==> config.mk <==
export PLATFORM = sky130hd
export DESIGN_NAME = info_frame_stuffing_framer_flat
export DESIGN_NICKNAME = d
export VERILOG_FILES = /design/src/design/ifsf_pkg.sv /design/src/design/ifsf_in_if.sv /design/src/design/ifsf_out_if.sv /design/src/design/ifsf_front.sv /design/src/design/ifsf_queue.sv /design/src/design/ifsf_back.sv /design/src/design/info_frame_stuffing_framer.sv /design/src/flat_wrapper.sv
export SDC_FILE = /design/constraint.sdc
export NUM_CORES = 1
export LEC_CHECK = 0
export BUFFER_PORTS_ARGS = -buffer_cell sky130_fd_sc_hd__clkbuf_2
export CAP_MARGIN = 20
export CORE_ASPECT_RATIO = 0.9
export CORE_MARGIN = 2
export CORE_UTILIZATION = 50
export DETAILED_ROUTE_END_ITERATION = 16
export PLACE_DENSITY = 0.71
export SETUP_SLACK_MARGIN = 0.4
export SLEW_MARGIN = 20
export SYNTH_ARGS = -nofsm -noshare
export SYNTH_HDL_FRONTEND = slang
export SYNTH_SLANG_ARGS = --single-unit
==> constraint.sdc <==
create_clock -name clk -period 1.9 [get_ports clk]
set_input_delay 0.285 -clock clk [delete_from_list [all_inputs] [get_ports clk]]
set_output_delay 0.285 -clock clk [all_outputs]
set_load 0.01 [all_outputs]
==> src/design/ifsf_pkg.sv <==
// ifsf_pkg: constants, queue entry type and stuffing helpers for the
// information-frame stuffing framer. No dependencies.
package ifsf_pkg;

	localparam logic [7:0] FLAG_BYTE   = 8'h7E;
	localparam logic [7:0] ADDR_BYTE   = 8'h03;
	localparam logic [7:0] CTRL_SEQ0   = 8'h00;
	localparam logic [7:0] CTRL_SEQ1   = 8'h40;
	localparam logic [7:0] ESC_BYTE    = 8'h7D;
	localparam logic [7:0] ESC_OF_FLAG = 8'h5E;
	localparam logic [7:0] ESC_OF_ESC  = 8'h5D;

	localparam int QUEUE_DEPTH_DEF = 2;

	// one classified request, as the back end expands it
	typedef struct packed {
		logic       hdr;     // opens a frame
		logic       seq;     // sequence bit for the control byte
		logic [7:0] data;
		logic       last;    // closes the frame
		logic [7:0] check;   // running XOR including data
	} ifsf_entry_t;

	typedef struct packed {
		logic full;
		logic empty;
	} ifsf_q_status_t;

	function automatic logic needs_esc(input logic [7:0] b);
		return (b == FLAG_BYTE) || (b == ESC_BYTE);
	endfunction

	function automatic logic [7:0] esc_code(input logic [7:0] b);
		return (b == FLAG_BYTE) ? ESC_OF_FLAG : ESC_OF_ESC;
	endfunction

endpackage

==> src/design/ifsf_in_if.sv <==
// ifsf_in_if: payload-byte channel, valid/ready handshake.
// Depends on nothing.
interface ifsf_in_if;
	logic       valid;
	logic       ready;
	logic [7:0] data_byte;
	logic       last_byte;

	modport source(output valid, data_byte, last_byte, input ready);
	modport sink(input valid, data_byte, last_byte, output ready);
endinterface

==> src/design/ifsf_out_if.sv <==
// ifsf_out_if: line-byte channel, valid/ready handshake.
// Depends on nothing.
interface ifsf_out_if;
	logic       valid;
	logic       ready;
	logic [7:0] line_byte;
	logic       run_end;

	modport source(output valid, line_byte, run_end, input ready);
	modport sink(input valid, line_byte, run_end, output ready);
endinterface

==> src/design/ifsf_front.sv <==
// ifsf_front: accepts payload bytes, tracks frame, sequence and running XOR,
// and pushes one classified entry per request. Uses ifsf_pkg, ifsf_in_if.
module ifsf_front
	import ifsf_pkg::*;
(
	input  logic            clk,
	input  logic            arst_n,
	ifsf_in_if.sink         in_ch,
	input  ifsf_q_status_t  q_status,
	output logic            push,
	output ifsf_entry_t     push_entry
);

	logic       in_frame_q;
	logic       seq_q;
	logic [7:0] parity_q;
	logic [7:0] parity_new;

	assign in_ch.ready = !q_status.full;
	assign push        = in_ch.valid && in_ch.ready;

	assign parity_new = (in_frame_q ? parity_q : 8'h00) ^ in_ch.data_byte;

	always_comb begin
		push_entry.hdr   = !in_frame_q;
		push_entry.seq   = seq_q;
		push_entry.data  = in_ch.data_byte;
		push_entry.last  = in_ch.last_byte;
		push_entry.check = parity_new;
	end

	always_ff @(posedge clk or negedge arst_n) begin
		if (!arst_n) begin
			in_frame_q <= 1'b0;
			seq_q      <= 1'b0;
			parity_q   <= 8'h00;
		end else if (push) begin
			if (!in_frame_q) begin
				seq_q <= !seq_q;
			end
			in_frame_q <= !in_ch.last_byte;
			parity_q   <= in_ch.last_byte ? 8'h00 : parity_new;
		end
	end

endmodule

==> src/design/ifsf_queue.sv <==
// ifsf_queue: small FIFO of classified entries between front and back end.
// Uses ifsf_pkg.
module ifsf_queue
	import ifsf_pkg::*;
#(
	parameter int DEPTH = QUEUE_DEPTH_DEF
) (
	input  logic           clk,
	input  logic           arst_n,
	input  logic           push,
	input  ifsf_entry_t    push_entry,
	input  logic           pop,
	output ifsf_entry_t    head,
	output ifsf_q_status_t status
);

	localparam int AW = (DEPTH > 1) ? $clog2(DEPTH) : 1;
	localparam int CW = $clog2(DEPTH + 1);

	ifsf_entry_t    mem_q [DEPTH];
	logic [AW-1:0]  wr_ptr_q;
	logic [AW-1:0]  rd_ptr_q;
	logic [CW-1:0]  count_q;
	logic           do_push;
	logic           do_pop;

	assign status.full  = (count_q == CW'(DEPTH));
	assign status.empty = (count_q == '0);
	assign do_push      = push && !status.full;
	assign do_pop       = pop && !status.empty;
	assign head         = mem_q[rd_ptr_q];

	always_ff @(posedge clk) begin
		if (do_push) begin
			mem_q[wr_ptr_q] <= push_entry;
		end
	end

	always_ff @(posedge clk or negedge arst_n) begin
		if (!arst_n) begin
			wr_ptr_q <= '0;
			rd_ptr_q <= '0;
			count_q  <= '0;
		end else begin
			if (do_push) begin
				wr_ptr_q <= (wr_ptr_q == AW'(DEPTH - 1)) ? '0 : wr_ptr_q + 1'b1;
			end
			if (do_pop) begin
				rd_ptr_q <= (rd_ptr_q == AW'(DEPTH - 1)) ? '0 : rd_ptr_q + 1'b1;
			end
			if (do_push && !do_pop) begin
				count_q <= count_q + 1'b1;
			end else if (do_pop && !do_push) begin
				count_q <= count_q - 1'b1;
			end
		end
	end

endmodule

==> src/design/ifsf_back.sv <==
// ifsf_back: expands the head entry into header (frame start), stuffed data,
// stuffed check and closing flag (frame end), one byte per cycle into the output
// register unless out_ch stalls. Uses ifsf_pkg, ifsf_out_if.
module ifsf_back
	import ifsf_pkg::*;
(
	input  logic            clk,
	input  logic            arst_n,
	input  ifsf_entry_t     head,
	input  ifsf_q_status_t  q_status,
	output logic            pop,
	ifsf_out_if.source      out_ch
);

	typedef enum logic [3:0] {
		P_START, P_FLAG, P_ADDR, P_CTRL, P_HCS,
		P_DATA, P_DESC, P_CHK, P_CESC, P_CLOSE
	} phase_t;

	phase_t     phase_q;
	phase_t     cur;
	phase_t     nxt;
	logic [7:0] ctrl;
	logic [7:0] byte_d;
	logic       done;
	logic       load;
	logic       step;
	logic       valid_q;
	logic [7:0] line_q;
	logic       end_q;

	assign load = !valid_q || out_ch.ready;
	assign step = load && !q_status.empty;
	assign pop  = step && done;
	assign ctrl = head.seq ? CTRL_SEQ1 : CTRL_SEQ0;

	assign out_ch.valid     = valid_q;
	assign out_ch.line_byte = line_q;
	assign out_ch.run_end   = end_q;

	always_comb begin
		cur    = (phase_q == P_START) ? (head.hdr ? P_FLAG : P_DATA) : phase_q;
		nxt    = P_START;
		byte_d = FLAG_BYTE;
		done   = 1'b0;
		case (cur)
			P_FLAG: begin
				byte_d = FLAG_BYTE;
				nxt    = P_ADDR;
			end
			P_ADDR: begin
				byte_d = ADDR_BYTE;
				nxt    = P_CTRL;
			end
			P_CTRL: begin
				byte_d = ctrl;
				nxt    = P_HCS;
			end
			P_HCS: begin
				byte_d = ADDR_BYTE ^ ctrl;
				nxt    = P_DATA;
			end
			P_DATA: begin
				if (needs_esc(head.data)) begin
					byte_d = ESC_BYTE;
					nxt    = P_DESC;
				end else begin
					byte_d = head.data;
					nxt    = head.last ? P_CHK : P_START;
					done   = !head.last;
				end
			end
			P_DESC: begin
				byte_d = esc_code(head.data);
				nxt    = head.last ? P_CHK : P_START;
				done   = !head.last;
			end
			P_CHK: begin
				if (needs_esc(head.check)) begin
					byte_d = ESC_BYTE;
					nxt    = P_CESC;
				end else begin
					byte_d = head.check;
					nxt    = P_CLOSE;
				end
			end
			P_CESC: begin
				byte_d = esc_code(head.check);
				nxt    = P_CLOSE;
			end
			P_CLOSE: begin
				byte_d = FLAG_BYTE;
				nxt    = P_START;
				done   = 1'b1;
			end
			default: begin
				byte_d = FLAG_BYTE;
				nxt    = P_START;
				done   = 1'b0;
			end
		endcase
	end

	always_ff @(posedge clk or negedge arst_n) begin
		if (!arst_n) begin
			phase_q <= P_START;
			valid_q <= 1'b0;
		end else if (load) begin
			valid_q <= !q_status.empty;
			if (step) begin
				phase_q <= nxt;
			end
		end
	end

	always_ff @(posedge clk) begin
		if (step) begin
			line_q <= byte_d;
			end_q  <= done;
		end
	end

endmodule

==> src/design/info_frame_stuffing_framer.sv <==
// info_frame_stuffing_framer: top level, front end, entry queue and back end.
// Uses ifsf_pkg, ifsf_in_if, ifsf_out_if, ifsf_front, ifsf_queue, ifsf_back.
//
// Usage:
//  in_ch carries payload bytes (data_byte) with last_byte set on the final
//  byte of a frame; out_ch carries the line stream (line_byte) with run_end
//  set on the last line byte produced for each payload byte.
//  The first byte of a frame emits flag, address, control (sequence bit
//  toggles per frame) and header check ahead of the stuffed byte; the last
//  byte appends the stuffed XOR check and a closing flag.
//  A request accepted on in_ch is written into the entry queue; its first line
//  byte is then loaded into the output register, from which out_ch takes it.
//  Throughput: one line byte per cycle on out_ch while it is ready; a request
//  expands to 1 to 9 line bytes (header 4, escapes 1 each, trailer 2 or 3).
//  The front end accepts as long as the entry queue (QUEUE_DEPTH) has room,
//  so requests keep flowing while the back end drains earlier ones.
//  Reset clears frame, sequence and parity state, the queue and out valid.
//  When out_ch stalls, the output byte holds; the queue fills and then
//  in_ch.ready drops.
module info_frame_stuffing_framer
	import ifsf_pkg::*;
#(
	parameter int QUEUE_DEPTH = QUEUE_DEPTH_DEF
) (
	input  logic        clk,
	input  logic        arst_n,
	ifsf_in_if.sink     in_ch,
	ifsf_out_if.source  out_ch
);

	ifsf_q_status_t q_status;
	ifsf_entry_t    push_entry;
	ifsf_entry_t    head;
	logic           push;
	logic           pop;

	ifsf_front u_front (
		.clk        (clk),
		.arst_n     (arst_n),
		.in_ch      (in_ch),
		.q_status   (q_status),
		.push       (push),
		.push_entry (push_entry)
	);

	ifsf_queue #(
		.DEPTH (QUEUE_DEPTH)
	) u_queue (
		.clk        (clk),
		.arst_n     (arst_n),
		.push       (push),
		.push_entry (push_entry),
		.pop        (pop),
		.head       (head),
		.status     (q_status)
	);

	ifsf_back u_back (
		.clk      (clk),
		.arst_n   (arst_n),
		.head     (head),
		.q_status (q_status),
		.pop      (pop),
		.out_ch   (out_ch)
	);

endmodule

==> src/flat_wrapper.sv <==
// flat-port wrapper written by rule: the top's interface ports become plain ports
module info_frame_stuffing_framer_flat import ifsf_pkg::*;
#(
	parameter int QUEUE_DEPTH = QUEUE_DEPTH_DEF
)
  (clk, arst_n, in_ch_valid, in_ch_data_byte, in_ch_last_byte, in_ch_ready, out_ch_valid, out_ch_line_byte, out_ch_run_end, out_ch_ready);
  ifsf_in_if in_ch_i ();
  ifsf_out_if out_ch_i ();
  input  logic clk;
  input  logic arst_n;
  input wire logic [$bits(in_ch_i.valid)-1:0] in_ch_valid;
  input wire logic [$bits(in_ch_i.data_byte)-1:0] in_ch_data_byte;
  input wire logic [$bits(in_ch_i.last_byte)-1:0] in_ch_last_byte;
  output wire logic [$bits(in_ch_i.ready)-1:0] in_ch_ready;
  output wire logic [$bits(out_ch_i.valid)-1:0] out_ch_valid;
  output wire logic [$bits(out_ch_i.line_byte)-1:0] out_ch_line_byte;
  output wire logic [$bits(out_ch_i.run_end)-1:0] out_ch_run_end;
  input wire logic [$bits(out_ch_i.ready)-1:0] out_ch_ready;
  assign in_ch_i.valid = in_ch_valid;
  assign in_ch_i.data_byte = in_ch_data_byte;
  assign in_ch_i.last_byte = in_ch_last_byte;
  assign in_ch_ready = in_ch_i.ready;
  assign out_ch_valid = out_ch_i.valid;
  assign out_ch_line_byte = out_ch_i.line_byte;
  assign out_ch_run_end = out_ch_i.run_end;
  assign out_ch_i.ready = out_ch_ready;
  info_frame_stuffing_framer #(.QUEUE_DEPTH(QUEUE_DEPTH)) u_core (.clk(clk), .arst_n(arst_n), .in_ch(in_ch_i), .out_ch(out_ch_i));
endmodule
==> results.txt, run 1 <==
Initial antenna violation count -> 0
Max Freq -> 471 MHz
Relative slew slack -> 0.658
Most common cell in the netlist -> edfxtp_1
M1 WL -> 3050 um
Post-route cell area -> 3990 um2
Crit path arrival time -> 2.38 ns
Synth warn -> 0
Pin count of the biggest net entering global routing -> 20
Max-slew violations -> 0
Crit path time final -> 2.12 ns
Metal2 WL -> 3410 um
Number of flops mapped to enable cells by yosys -> 47
Post-synthesis net count -> 266
Final setup vio count -> 5
Initial Util -> 0.512
Clock transition at the registers of the reported paths -> 0.07 ns
TritonCTS clock tree -> yes
CTS H-tree depth -> 3
Clk_skew -> 0.00952 ns
Post-Route WL -> 6900 um
Area Overhead vs Synth -> 28.2%
Clk_lat worst skew -> 0.35 ns
Vias in the first global route -> 2267
N_diodes -> 0
Ys async rst share -> 0.288
Setup_tns -> -0.356 ns
Fin cells -> 392
CTS root buffer -> clkbuf_8
Setup crit end kind -> flip-flop
PD cells -> 1740 nW/um2
Clock buffer count from CTS -> 9
CTS Buffer Depth -> 2
Share of layout cells above drive strength 1 -> 0.356
Final Core Density -> 0.656
Placement Cell Area -> 3470 um2
Placement Setup Slack -> -0.209 ns
Number of remaining DRC errors -> 0
Yosys reg bits -> 66
Worst hold path type -> input pin to flip-flop
Top_reg_cell synth -> edfxtp_1
Commonest cells in the netlist -> edfxtp_1 (47), nor2_1 (24), dfrtp_1 (19), nand2_1 (19), xnor2_1 (12)
CORE AREA -> 6080 um2
CP required -> 2.16 ns
Worst hold margin -> 0.158 ns
GRT overflow -> 0
Yosys top cell by area -> edfxtp_1
Seq/Total Area, Yosys -> 0.606
Hold Violations, Final -> 0
TritonCTS Sinks -> 66
Area fraction of the dominant cell type after synthesis -> 0.453
Die Ht -> 78.9 um
Row count -> 27
Max cap viols -> 0
Cell Area, Synth -> 3110 um2
Fin crit share -> 1.12
First-pass GRT wire length -> 11300 um
GRT Total Usage -> 0.220
TritonRoute pass-1 iters -> 4
DR iter-0 viols -> 129
IR drop worst, VDD -> 0.000749 V
Worst Tran Pin Value -> 0.512 ns
Status -> complete, but fails checks
Syn Area/Cell -> 12.4 um2
Synth top area cells -> edfxtp_1 (45%), dfrtp_1 (15%), mux2i_1 (3.5%)
Final WS setup -> -0.224 ns
I/O pin count -> 24
NumNets Final -> 329
Mapped Cells -> 252
Type of origin of the critical path -> flip-flop
Top sig layer -> met4
Routed via count -> 2239
Placed insts -> 363
Leak Pwr -> 1.58 nW
PortBufs -> 23
Crit path max fanout -> 3
Failing checks -> setup timing
Crit path kind -> flip-flop to flip-flop
Final GP Congestion -> 0.874
Post-DP HPWL -> 4750 um
RSZ-0062 raised after global routing -> true
Post-synth cell types -> 54
Vias per Instance -> 5.71
Wire per inst -> 17.6 um
Die ar. -> 6870 um2
Die Wd -> 87.2 um
Design Power -> 6.93 mW
Antenna-violating nets left -> 0
DR WL met3 -> 296 um
## power by group
part           internal [mW]  switching, mW
registers               2.24          0.312
logic                   1.60           1.70
clock network          0.559          0.526
## worst max-delay path: stages, from the launching register on
cell and delay (ns):
dfrtp_2 0.43, buf_6 0.13, mux2_4 0.31, or3_4 0.40, o21ai_4 0.16, inv_2 0.06
ha_4 0.16, xor2_2 0.14, nor2_2 0.09, xor2_1 0.17
## layout by cell type, fill, tap and decap left out, types with 3 or more instances in the layout
| cell type | Yosys | final |
|---|---|---|
| xor2_1 | 5 | 4 |
| nand2b_4 | 0 | 3 |
| nand2_1 | 19 | 18 |
| clkbuf_2 | 0 | 23 |
| o21ai_0 | 9 | 6 |
| clkbuf_1 | 5 | 3 |
| buf_6 | 2 | 6 |
| clkbuf_8 | 0 | 9 |
| a21oi_1 | 10 | 8 |
| mux2_4 | 1 | 3 |
| buf_4 | 0 | 28 |
| xnor2_1 | 12 | 12 |
| nand3_1 | 3 | 3 |
| edfxtp_1 | 47 | 47 |
| nand4_1 | 4 | 4 |
| a22o_1 | 8 | 8 |
| nor2_2 | 1 | 4 |
| mux2i_1 | 11 | 10 |
| nor2_1 | 24 | 20 |
| inv_1 | 11 | 10 |
| dfrtp_1 | 19 | 18 |
| o21ai_1 | 6 | 9 |
## routing by layer
| layer | global-route usage | vias to the layer above |
|---|---|---|
| li1 | - | 1057 |
| met1 | 0.284 | 1105 |
| met2 | 0.353 | 67 |
| met3 | 0.0561 | 10 |
| met4 | 0.0923 | 0 |
| met5 | 0 | - |
## logic make-up (layout without fill, tap and decap cells)
kind of cell | count (synthesis) | count (layout) | share of synthesized area
AOI/OAI and AO/OA | 54 | 54 | 0.121
xor gates and xnor gates | 17 | 17 | 0.0478
and+or+nand+nor | 75 | 75 | 0.124
adders and majority gates | 1 | 1 | 0.00402
muxes | 17 | 17 | 0.0591
buffers and inverters | 22 | 90 | 0.0378
DFF | 66 | 66 | 0.606
## sequential cells by signal, summed over array words and instances, names as in the netlist
register and count:
u_core.u_queue.count_q 2, u_core.u_back.phase_q 4, u_core.u_front.parity_q 8, u_core.u_queue.wr_ptr_q 1
u_core.u_queue.rd_ptr_q 1, u_core.u_queue.mem_q 38, u_core.u_back.out_ch.run_end 1, u_core.u_back.out_ch.valid 1
u_core.u_front.in_frame_q 1, u_core.u_front.seq_q 1, u_core.u_back.out_ch.line_byte 8
## cell type report
cell class / count / area, um2
flip-flops and latches: 66 / 1890
inverters: 11 / 41.3
repair buffers: 63 / 500
clock buffers: 13 / 160
multi-input cells: 164 / 1290
clock inverters: 3 / 23.8
fillers: 449 / 2090
well taps: 72 / 90.1
## path summary, 6_finish.rpt
kind | startpoint | endpoint | slack [ns] | depth (start not counted)
worst max-delay path | u_core.u_queue.rd_ptr_q | u_core.u_queue.count_q[1] | -0.22 | 9
worst min register to register | u_core.u_front.seq_q | u_core.u_queue.mem_q[1][17] | 0.50 | 0
max in group asynchronous | arst_n | u_core.u_queue.rd_ptr_q | 1.08 | 2
min in group asynchronous | arst_n | u_core.u_queue.wr_ptr_q | 0.44 | 2
worst max register to register | u_core.u_queue.rd_ptr_q | u_core.u_queue.count_q[1] | -0.22 | 9
worst min-delay path | in_ch_data_byte[6] | u_core.u_queue.mem_q[1][15] | 0.16 | 1
## repair_timing
| item | 4_1_cts | 5_1_grt |
|---|---|---|
| pin swaps | 8 | 17 |
| hold endpoints to repair | 19 | 0 |
| endpoints found under the setup margin | 42 | 62 |
| hold buffers | 1 | 0 |
| buffers inserted | 4 | 7 |
| gates cloned | 1 | 0 |
| gates resized for setup | 20 | 32 |
(Power assumes the default switching activity.)
==> run 2, diff against run 1 <==
Settings changed: RECOVER_POWER set to 25.
==> results.txt, run 2 (synthesis gave the netlist of run 1 again) <==
PortBufs -> 23
I/O pin count -> 24
Placement Cell Area -> 3470 um2
Worst path cell trace -> buf_6 > mux2_4 > or3_4 > o21ai_4 > inv_2 > ha_4 > xor2_2 > nor2_2 > xor2_1
Max cap viols -> 0
Most frequent cells in the layout -> edfxtp_1 (47), buf_4 (28), nor2_1 (20), nand2_1 (18), dfrtp_1 (18)
Number of remaining DRC errors -> 0
Status -> complete, but fails checks
Post-route cell area -> 3980 um2
Crit path kind -> flip-flop to flip-flop
CP required -> 2.16 ns
Fin cells -> 392
Die Wd -> 87.2 um
Initial antenna violation count -> 0
PD cells -> 1740 nW/um2
GRT overflow -> 0
Worst hold margin -> 0.203 ns
Clock transition at the registers of the reported paths -> 0.07 ns
Final WS setup -> -0.225 ns
Worst path max stage delay -> 0.43 ns
Routed via count -> 2218
First-pass GRT wire length -> 11300 um
Reg with most FFs -> u_core.u_queue.mem_q
Final GP Congestion -> 0.874
Vias in the first global route -> 2267
Final Core Density -> 0.655
CTS H-tree depth -> 3
Setup crit end kind -> flip-flop
Worst hold path type -> input pin to flip-flop
Failing checks -> setup timing
Max Freq -> 471 MHz
TritonCTS clock tree -> yes
Setup_tns -> -0.382 ns
CTS Buffer Depth -> 2
CORE AREA -> 6080 um2
Largest register FFs -> 38
Relative slew slack -> 0.657
Row count -> 27
Antenna-violating nets left -> 0
Hold Violations, Final -> 0
Area Overhead vs Synth -> 27.9%
Wire per inst -> 17.6 um
Final setup vio count -> 6
Post-DP HPWL -> 4750 um
NumNets Final -> 329
N_diodes -> 0
Crit path arrival time -> 2.38 ns
Max-slew violations -> 0
Worst Tran Pin Value -> 0.514 ns
CTS root buffer -> clkbuf_8
Type of origin of the critical path -> flip-flop
TritonCTS Sinks -> 66
Clk_lat worst skew -> 0.35 ns
Clk_skew -> 0.00849 ns
GRT Total Usage -> 0.220
Kind of cell adding the most delay to the critical path -> simple AND/OR/NAND/NOR gates
Die ar. -> 6870 um2
Design Power -> 6.93 mW
Vias per Instance -> 5.66
Crit path max fanout -> 3
Leak Pwr -> 1.55 nW
Fin crit share -> 1.12
Pin count of the biggest net entering global routing -> 20
Most common cell after layout, fill and taps aside -> edfxtp_1
Worst path buffer plus inverter count -> 2
Slowest CP cell -> dfrtp_2
Initial Util -> 0.512
Placement Setup Slack -> -0.209 ns
Clock buffer count from CTS -> 9
IR drop worst, VDD -> 0.000751 V
Die Ht -> 78.9 um
Post-Route WL -> 6920 um
DR iter-0 viols -> 111
RSZ-0062 raised after global routing -> true
Placed insts -> 363
Crit path time final -> 2.12 ns
TritonRoute pass-1 iters -> 4
Share of layout cells above drive strength 1 -> 0.328
## run 2: final timing paths
kind	slack [ns]	endpoint	cells after the start	from
worst min register to register	0.51	u_core.u_queue.mem_q[1][17]	0	u_core.u_front.seq_q
worst min-delay path	0.20	u_core.u_queue.mem_q[1][15]	1	in_ch_data_byte[6]
worst max-delay path	-0.22	u_core.u_queue.count_q[1]	9	u_core.u_queue.rd_ptr_q
worst max register to register	-0.22	u_core.u_queue.count_q[1]	9	u_core.u_queue.rd_ptr_q
max in group asynchronous	1.08	u_core.u_queue.rd_ptr_q	2	arst_n
min in group asynchronous	0.44	u_core.u_queue.wr_ptr_q	2	arst_n
## run 2: routing by layer
metal | track usage | vias to the layer above | wire length, um
met4 | 0.0923 | 0 | 141
met3 | 0.0561 | 10 | 295
li1 | - | 1063 | -
met1 | 0.284 | 1080 | 3050
met2 | 0.353 | 65 | 3430
met5 | 0 | - | 0
## run 2: timing repair
item / 4_1_cts / 5_1_grt
hold buffers: 1 / 0
cloned: 1 / 0
gates resized for setup: 20 / 32
buffers inserted: 4 / 7
endpoints found under the setup margin: 42 / 62
pin swaps: 8 / 17
endpoints found under the hold margin: 19 / 0
## run 2: final cells by class
class	instances	area, um2
fillers	452	2100
clock inverters	3	23.8
clock buffers	13	160
well taps	72	90.1
flip-flops and latches	66	1890
inverters	11	41.3
repair buffers	63	489
multi-input cells	164	1290
## run 2: report_power, final
part,internal (mW),switching (mW),leakage (nW)
Sequential,2.24,0.314,0.674
Clock,0.559,0.528,0.0854
Combinational,1.59,1.70,0.792
Total,4.39,2.54,1.55
## run 2: worst register-to-register path, stage by stage (launching register included)
cell and delay [ns]:
dfrtp_2 0.43, buf_6 0.13, mux2_4 0.31, or3_4 0.40, o21ai_4 0.16, inv_2 0.06
ha_4 0.16, xor2_2 0.14, nor2_2 0.09, xor2_1 0.17
